<file path="src/sv/pva_pkg.sv">
// Shared types and constants of the primitive vertex assembler.
package pva_pkg;

	// Command opcodes
	localparam logic [1:0] OP_LOAD = 2'd0;
	localparam logic [1:0] OP_LINE = 2'd1;
	localparam logic [1:0] OP_TRI  = 2'd2;

	// Q16.16 one
	localparam logic signed [31:0] ONE_Q16 = 32'sh0001_0000;

	typedef struct packed {
		logic [1:0]         opcode;
		logic [9:0]         index_a;
		logic [9:0]         index_b;
		logic [9:0]         index_c;
		logic signed [31:0] clip_x;
		logic signed [31:0] clip_y;
		logic signed [31:0] clip_z;
		logic signed [31:0] clip_w;
	} cmd_t;

	typedef struct packed {
		logic [9:0]         vertex_index;
		logic signed [31:0] win_x;
		logic signed [31:0] win_y;
		logic signed [31:0] win_z;
		logic signed [31:0] win_w;
		logic               accepted;
		logic               last;
	} result_t;

	// One stored position (clip or window), x first
	typedef struct packed {
		logic signed [31:0] x;
		logic signed [31:0] y;
		logic signed [31:0] z;
		logic signed [31:0] w;
	} pos_t;

	// Status one axis lane reports to the merge stage
	typedef struct packed {
		logic done;
		logic in_range;
	} lane_stat_t;

endpackage

</file>
<file path="src/sv/pva_axis_lane.sv">
// One axis lane: clip test, iterative Q16.16 divide by w, viewport scale.
module pva_axis_lane import pva_pkg::*; (
	input  logic               clk,
	input  logic               arst_n,
	input  logic               go,
	input  logic               flip,
	input  logic [15:0]        scale,
	input  logic signed [31:0] v,
	input  logic signed [31:0] w,
	output lane_stat_t         stat,
	output logic signed [31:0] res
);

	localparam logic [2:0] L_IDLE = 3'd0;
	localparam logic [2:0] L_DIV  = 3'd1;
	localparam logic [2:0] L_SAT  = 3'd2;
	localparam logic [2:0] L_MUL  = 3'd3;
	localparam logic [2:0] L_FIN  = 3'd4;

	logic [2:0]         st_q;
	logic [5:0]         cnt_q;
	logic [47:0]        dvd_q;
	logic [31:0]        rem_q;
	logic [31:0]        dvs_q;
	logic               neg_q;
	logic               flip_q;
	logic [15:0]        scale_q;
	logic signed [31:0] quo_q;
	logic signed [50:0] prod_q;
	logic signed [31:0] res_q;
	logic               done_q;

	logic signed [32:0] v33, w33;
	logic [31:0]        v_mag, w_mag;
	logic [32:0]        trial, diff;
	logic               ge;
	logic [47:0]        neg_mag;
	logic signed [33:0] t34;
	logic signed [16:0] s17;
	logic signed [50:0] hsum, half;

	// clip test on the current operands
	assign v33 = 33'(v);
	assign w33 = 33'(w);
	assign stat.in_range = (v33 >= -w33) && (v33 <= w33);
	assign stat.done     = done_q;
	assign res           = res_q;

	assign v_mag = v[31] ? 32'(-v33) : v;
	assign w_mag = w[31] ? 32'(-w33) : w;

	// one restoring step
	assign trial = {rem_q, dvd_q[47]};
	assign diff  = trial - {1'b0, dvs_q};
	assign ge    = trial >= {1'b0, dvs_q};

	assign neg_mag = 48'd0 - dvd_q;

	// viewport operand: q+1 or 1-q
	assign t34  = flip_q ? (34'(ONE_Q16) - 34'(quo_q)) : (34'(quo_q) + 34'(ONE_Q16));
	assign s17  = signed'({1'b0, scale_q});
	assign hsum = prod_q + 51'(prod_q[50]);
	assign half = hsum >>> 1;

	always_ff @(posedge clk or negedge arst_n) begin
		if (!arst_n) begin
			st_q   <= L_IDLE;
			done_q <= 1'b0;
		end else begin
			done_q <= 1'b0;
			case (st_q)
				L_IDLE: begin
					if (go) begin
						if (w == 32'sd0) st_q <= L_MUL;
						else st_q <= L_DIV;
					end
				end
				L_DIV: begin
					if (cnt_q == 6'd0) st_q <= L_SAT;
				end
				L_SAT: st_q <= L_MUL;
				L_MUL: st_q <= L_FIN;
				L_FIN: begin
					st_q   <= L_IDLE;
					done_q <= 1'b1;
				end
				default: st_q <= L_IDLE;
			endcase
		end
	end

	// datapath
	always_ff @(posedge clk) begin
		case (st_q)
			L_IDLE: begin
				if (go) begin
					dvd_q   <= {v_mag, 16'd0};
					dvs_q   <= w_mag;
					rem_q   <= 32'd0;
					neg_q   <= v[31] ^ w[31];
					cnt_q   <= 6'd47;
					quo_q   <= v;
					flip_q  <= flip;
					scale_q <= scale;
				end
			end
			L_DIV: begin
				rem_q <= ge ? diff[31:0] : trial[31:0];
				dvd_q <= {dvd_q[46:0], ge};
				cnt_q <= cnt_q - 6'd1;
			end
			L_SAT: begin
				if (neg_q) begin
					if (dvd_q > 48'h0000_8000_0000) quo_q <= 32'sh8000_0000;
					else quo_q <= signed'(neg_mag[31:0]);
				end else begin
					if (dvd_q > 48'h0000_7FFF_FFFF) quo_q <= 32'sh7FFF_FFFF;
					else quo_q <= signed'(dvd_q[31:0]);
				end
			end
			L_MUL: prod_q <= t34 * s17;
			L_FIN: begin
				if (half > 51'sh0_0000_7FFF_FFFF) res_q <= 32'sh7FFF_FFFF;
				else if (half < -51'sh0_0000_8000_0000) res_q <= 32'sh8000_0000;
				else res_q <= half[31:0];
			end
			default: ;
		endcase
	end

endmodule

</file>
<file path="config.mk">
export PLATFORM = sky130hd
export DESIGN_NAME = pva_axis_lane
export DESIGN_NICKNAME = d
export VERILOG_FILES = /design/src/sv/pva_pkg.sv /design/src/sv/pva_axis_lane.sv
export SDC_FILE = /design/constraint.sdc
export NUM_CORES = 2
export LEC_CHECK = 0
export BUFFER_PORTS_ARGS = -buffer_cell sky130_fd_sc_hd__buf_2
export CORE_MARGIN = 10
export CORE_UTILIZATION = 45
export DETAILED_ROUTE_END_ITERATION = 10
export HOLD_SLACK_MARGIN = 0.05
export PLACE_DENSITY = 0.68
export SYNTH_ARGS = -nofsm -noshare
export SYNTH_HDL_FRONTEND = slang
export SYNTH_SLANG_ARGS = --single-unit
</file>
<file path="constraint.sdc">
create_clock -name clk -period 21.2 [get_ports clk]
set_input_delay 3.18 -clock clk [delete_from_list [all_inputs] [get_ports clk]]
set_output_delay 3.18 -clock clk [all_outputs]
set_load 0.01 [all_outputs]
</file>
==> results.json <==
{
  "fin_area_mm2": 0.0390,
  "drive_above_1_share_pct": 6.76,
  "max-clock-path-buffers": 3,
  "worstHoldStart": "dvd_q[33]",
  "drt_pass1_iterations": 5,
  "slew_headroom_pct": 18.0,
  "min_path_type": "flip-flop to flip-flop",
  "worstRegToRegCells": 28,
  "grt_max_degree": 91,
  "clockRootBuffer": "clkbuf_16",
  "dieArea_mm2": 0.0920,
  "antenna_found_initial": 7,
  "max_clock_freq_ghz": 0.0893,
  "cts_sinks": 255,
  "crit_top_cell": "a21o_1",
  "synth-seq-cells": 255,
  "post-cts-setup-buffers": 0,
  "finalSetupTns_ns": 0,
  "ys_seq_area_share_pct": 21.1,
  "hpwl_um": 71300,
  "wirelength_um": 94500,
  "ctsHtreeMaxLevel": 1,
  "start_util_pct": 45.6,
  "path_clk_slew_ns": 0.06,
  "drtAntennaViolNets": 0,
  "io_pins": 118,
  "crit_path_top_delay_cell": "or3b_2",
  "cp.required_ns": 18.02,
  "nNetsFinal": 4850,
  "syn_area_mm2": 0.0361,
  "min_period_ns": 11.20,
  "grt_first_pass_wirelength_um": 153000,
  "cts-resized-gates": 0,
  "reg2reg_to": "prod_q[42]",
  "status": "finished clean",
  "placed_cell_area_mm2": 0.0379,
  "multi_input_comb_area_mm2": 0.0253,
  "cp-end-kind": "output pin",
  "synth_area_leaders": "fa_1 28%, edfxtp_1 21%, ha_1 7.8%",
  "cp.arrival_ns": 8.02,
  "path_delay_family": "simple AND/OR/NAND/NOR gates",
  "hold_buffers": 0,
  "core_area_mm2": 0.0793,
  "setup_viol": 0,
  "dp_slack_ns": 10.00,
  "syn_inst": 4006,
  "cts_buffers": 30,
  "cp_num_buf_inv": 3,
  "slew_violations": 0,
  "finalHoldViolCount": 0,
  "post-route-drc-count": 0,
  "crit_chain": "buf_2, inv_1, ha_1, or3b_2, or3_1, or3_1, nor4_1, nand4_1, nor4_4, xnor2_1, ha_1, a21o_1, a21o_1, a21o_1, a21oi_1, nor2b_1, o21ai_0, a41oi_1, a311oi_1, nor3_1, buf_2",
  "port_buffers": 117,
  "mostFrequentLayoutCells": "722 x inv_1, 567 x nand2_1, 508 x fa_1",
  "fin_skew_ns": 0.0573,
  "vias": 27700,
  "regToRegSetupSlack_ns": 11.20,
  "drv_cap": 0,
  "cts_tree": "yes",
  "synthArstFlopShare_pct": 1.57,
  "grt_setup_unrepaired": "no",
  "ys_types": 79,
  "setup_ws_ns": 10.0,
  "viasPerCell": 5.42,
  "synth_nets": 4824,
  "drt-initial-drc-count": 2180,
  "max_stage_delay_ns": 0.49,
  "regArea_mm2": 0.00764,
  "nFillCells": 7430,
  "reg2reg_from": "quo_q[6]",
  "holdPathStages": 2,
  "avgSynthCellArea_um2": 9.01,
  "die-width_um": 303,
  "timing.setup.critical_path_class": "input port to output pin",
  "final_common_cell": "inv_1",
  "cp-startpoint": "w[1]",
  "die_h_um": 303,
  "worst_pin_slew_ns": 1.22,
  "routabilityCongestion": 0.921,
  "rows": 103,
  "crit_path_max_fanout": 6,
  "grtUsageTotal_pct": 20.7,
  "overflow": 0,
  "ys.flop_type": "edfxtp_1",
  "first_global_vias": 28400,
  "synth_top_area_share_pct": 28.2,
  "yosys_warnings": 0,
  "startpoint_type": "input port",
  "wl_per_cell_um": 18.5,
  "hold_end": "dvd_q[34]",
  "min_period_over_period_pct": 52.8,
  "fin_util_pct": 49.2,
  "synthToLayoutAreaGrowth_pct": 7.89,
  "clock_latency_ns": 0.63,
  "synth_edf_count": 251,
  "yosys.area.top_type": "fa_1"
}
==> final cells by class <==
type	count	area share (%)
diodes	3	0.0193
clock buffers	37	2.05
clock inverters	18	0.674
inverters	725	6.98
multi-input cells	2852	64.8
flip-flops and latches	255	19.6
well taps	1050	3.37
repair buffers	168	2.49
==> per-layer routing <==
layer / vias up / wire (um) / GRT usage, %
li1: 13000 / - / -
met3: 162 / 7360 / 4.11
met1: 13600 / 40200 / 27.4
met2: 980 / 44300 / 34.5
met5: - / 47 / 0
met4: 8 / 2490 / 5.13
==> per-stage QoR <==
step                std cells  hold slack (ns)
floorplan                4006            0.522
global placement         5050            0.534
detailed placement       5050            0.545
CTS                      5105            0.559
global route             5107            0.592
finish                   5108            0.561
==> how the worst max path moves through the flow <==
stage                          to  slack [ns]  depth (start not counted)
final                     stat[0]        10.0                         21
after global routing      stat[0]        9.54                         21
after CTS                 stat[0]        10.0                         21
after detailed placement  stat[0]       10.00                         21
after global placement    stat[0]        10.0                         21
after floorplan           stat[0]       11.00                         19
==> registers in the layout, summed over array words and instances, names as in the netlist <==
name,cells
cnt_q,6
done_q,1
dvd_q,48
dvs_q,32
flip_q,1
neg_q,1
prod_q,51
quo_q,32
rem_q,32
res,32
scale_q,16
st_q,3
==> Yosys cell counts (all sizes together) (15+ instances only) <==
cell type and number:
edfxtp 251, a21oi 145, ha 226, nand4 37, fa 508, a31oi 23
o21a 26, inv 723, and4 15, nor4 27, nand2 568, or4 18
and2 231, nor2b 22, xor2 87, and3 26, nor3 48, nand2b 15
a21o 44, clkbuf 163, nand3 71, o41ai 19, nand3b 15, xnor2 139
nor2 166, o21ai 170, o31ai 27, or3 31, o211ai 17
==> worst reg2reg max path: cells and delay by family, from the launching register on <==
family	cells	cell delay (ns)
adders and majority gates	7	3.52
AOI/OAI and AO/OA	8	2.81
and+or+nand+nor	9	1.83
xor gates and xnor gates	1	0.90
DFF	1	0.47
buffers and inverters	3	0.16
==> cells by family (layout without fill, tap and decap cells) <==
family | after synthesis | in the layout | synth area share, %
AO/OA/AOI/OAI | 559 | 559 | 9.74
adder cells (fa/ha/maj) | 734 | 734 | 36.0
other | 0 | 3 | 0
AND/OR/NAND/NOR | 1327 | 1327 | 18.1
multiplexers | 6 | 6 | 0.177
buffers and inverters | 899 | 948 | 9.35
XOR/XNOR | 226 | 226 | 5.48
flip-flops | 255 | 255 | 21.1
Power is left out: the tool's default activity adds up to more than one toggle a clock period on the data nets, which glitch-free logic cannot reach.
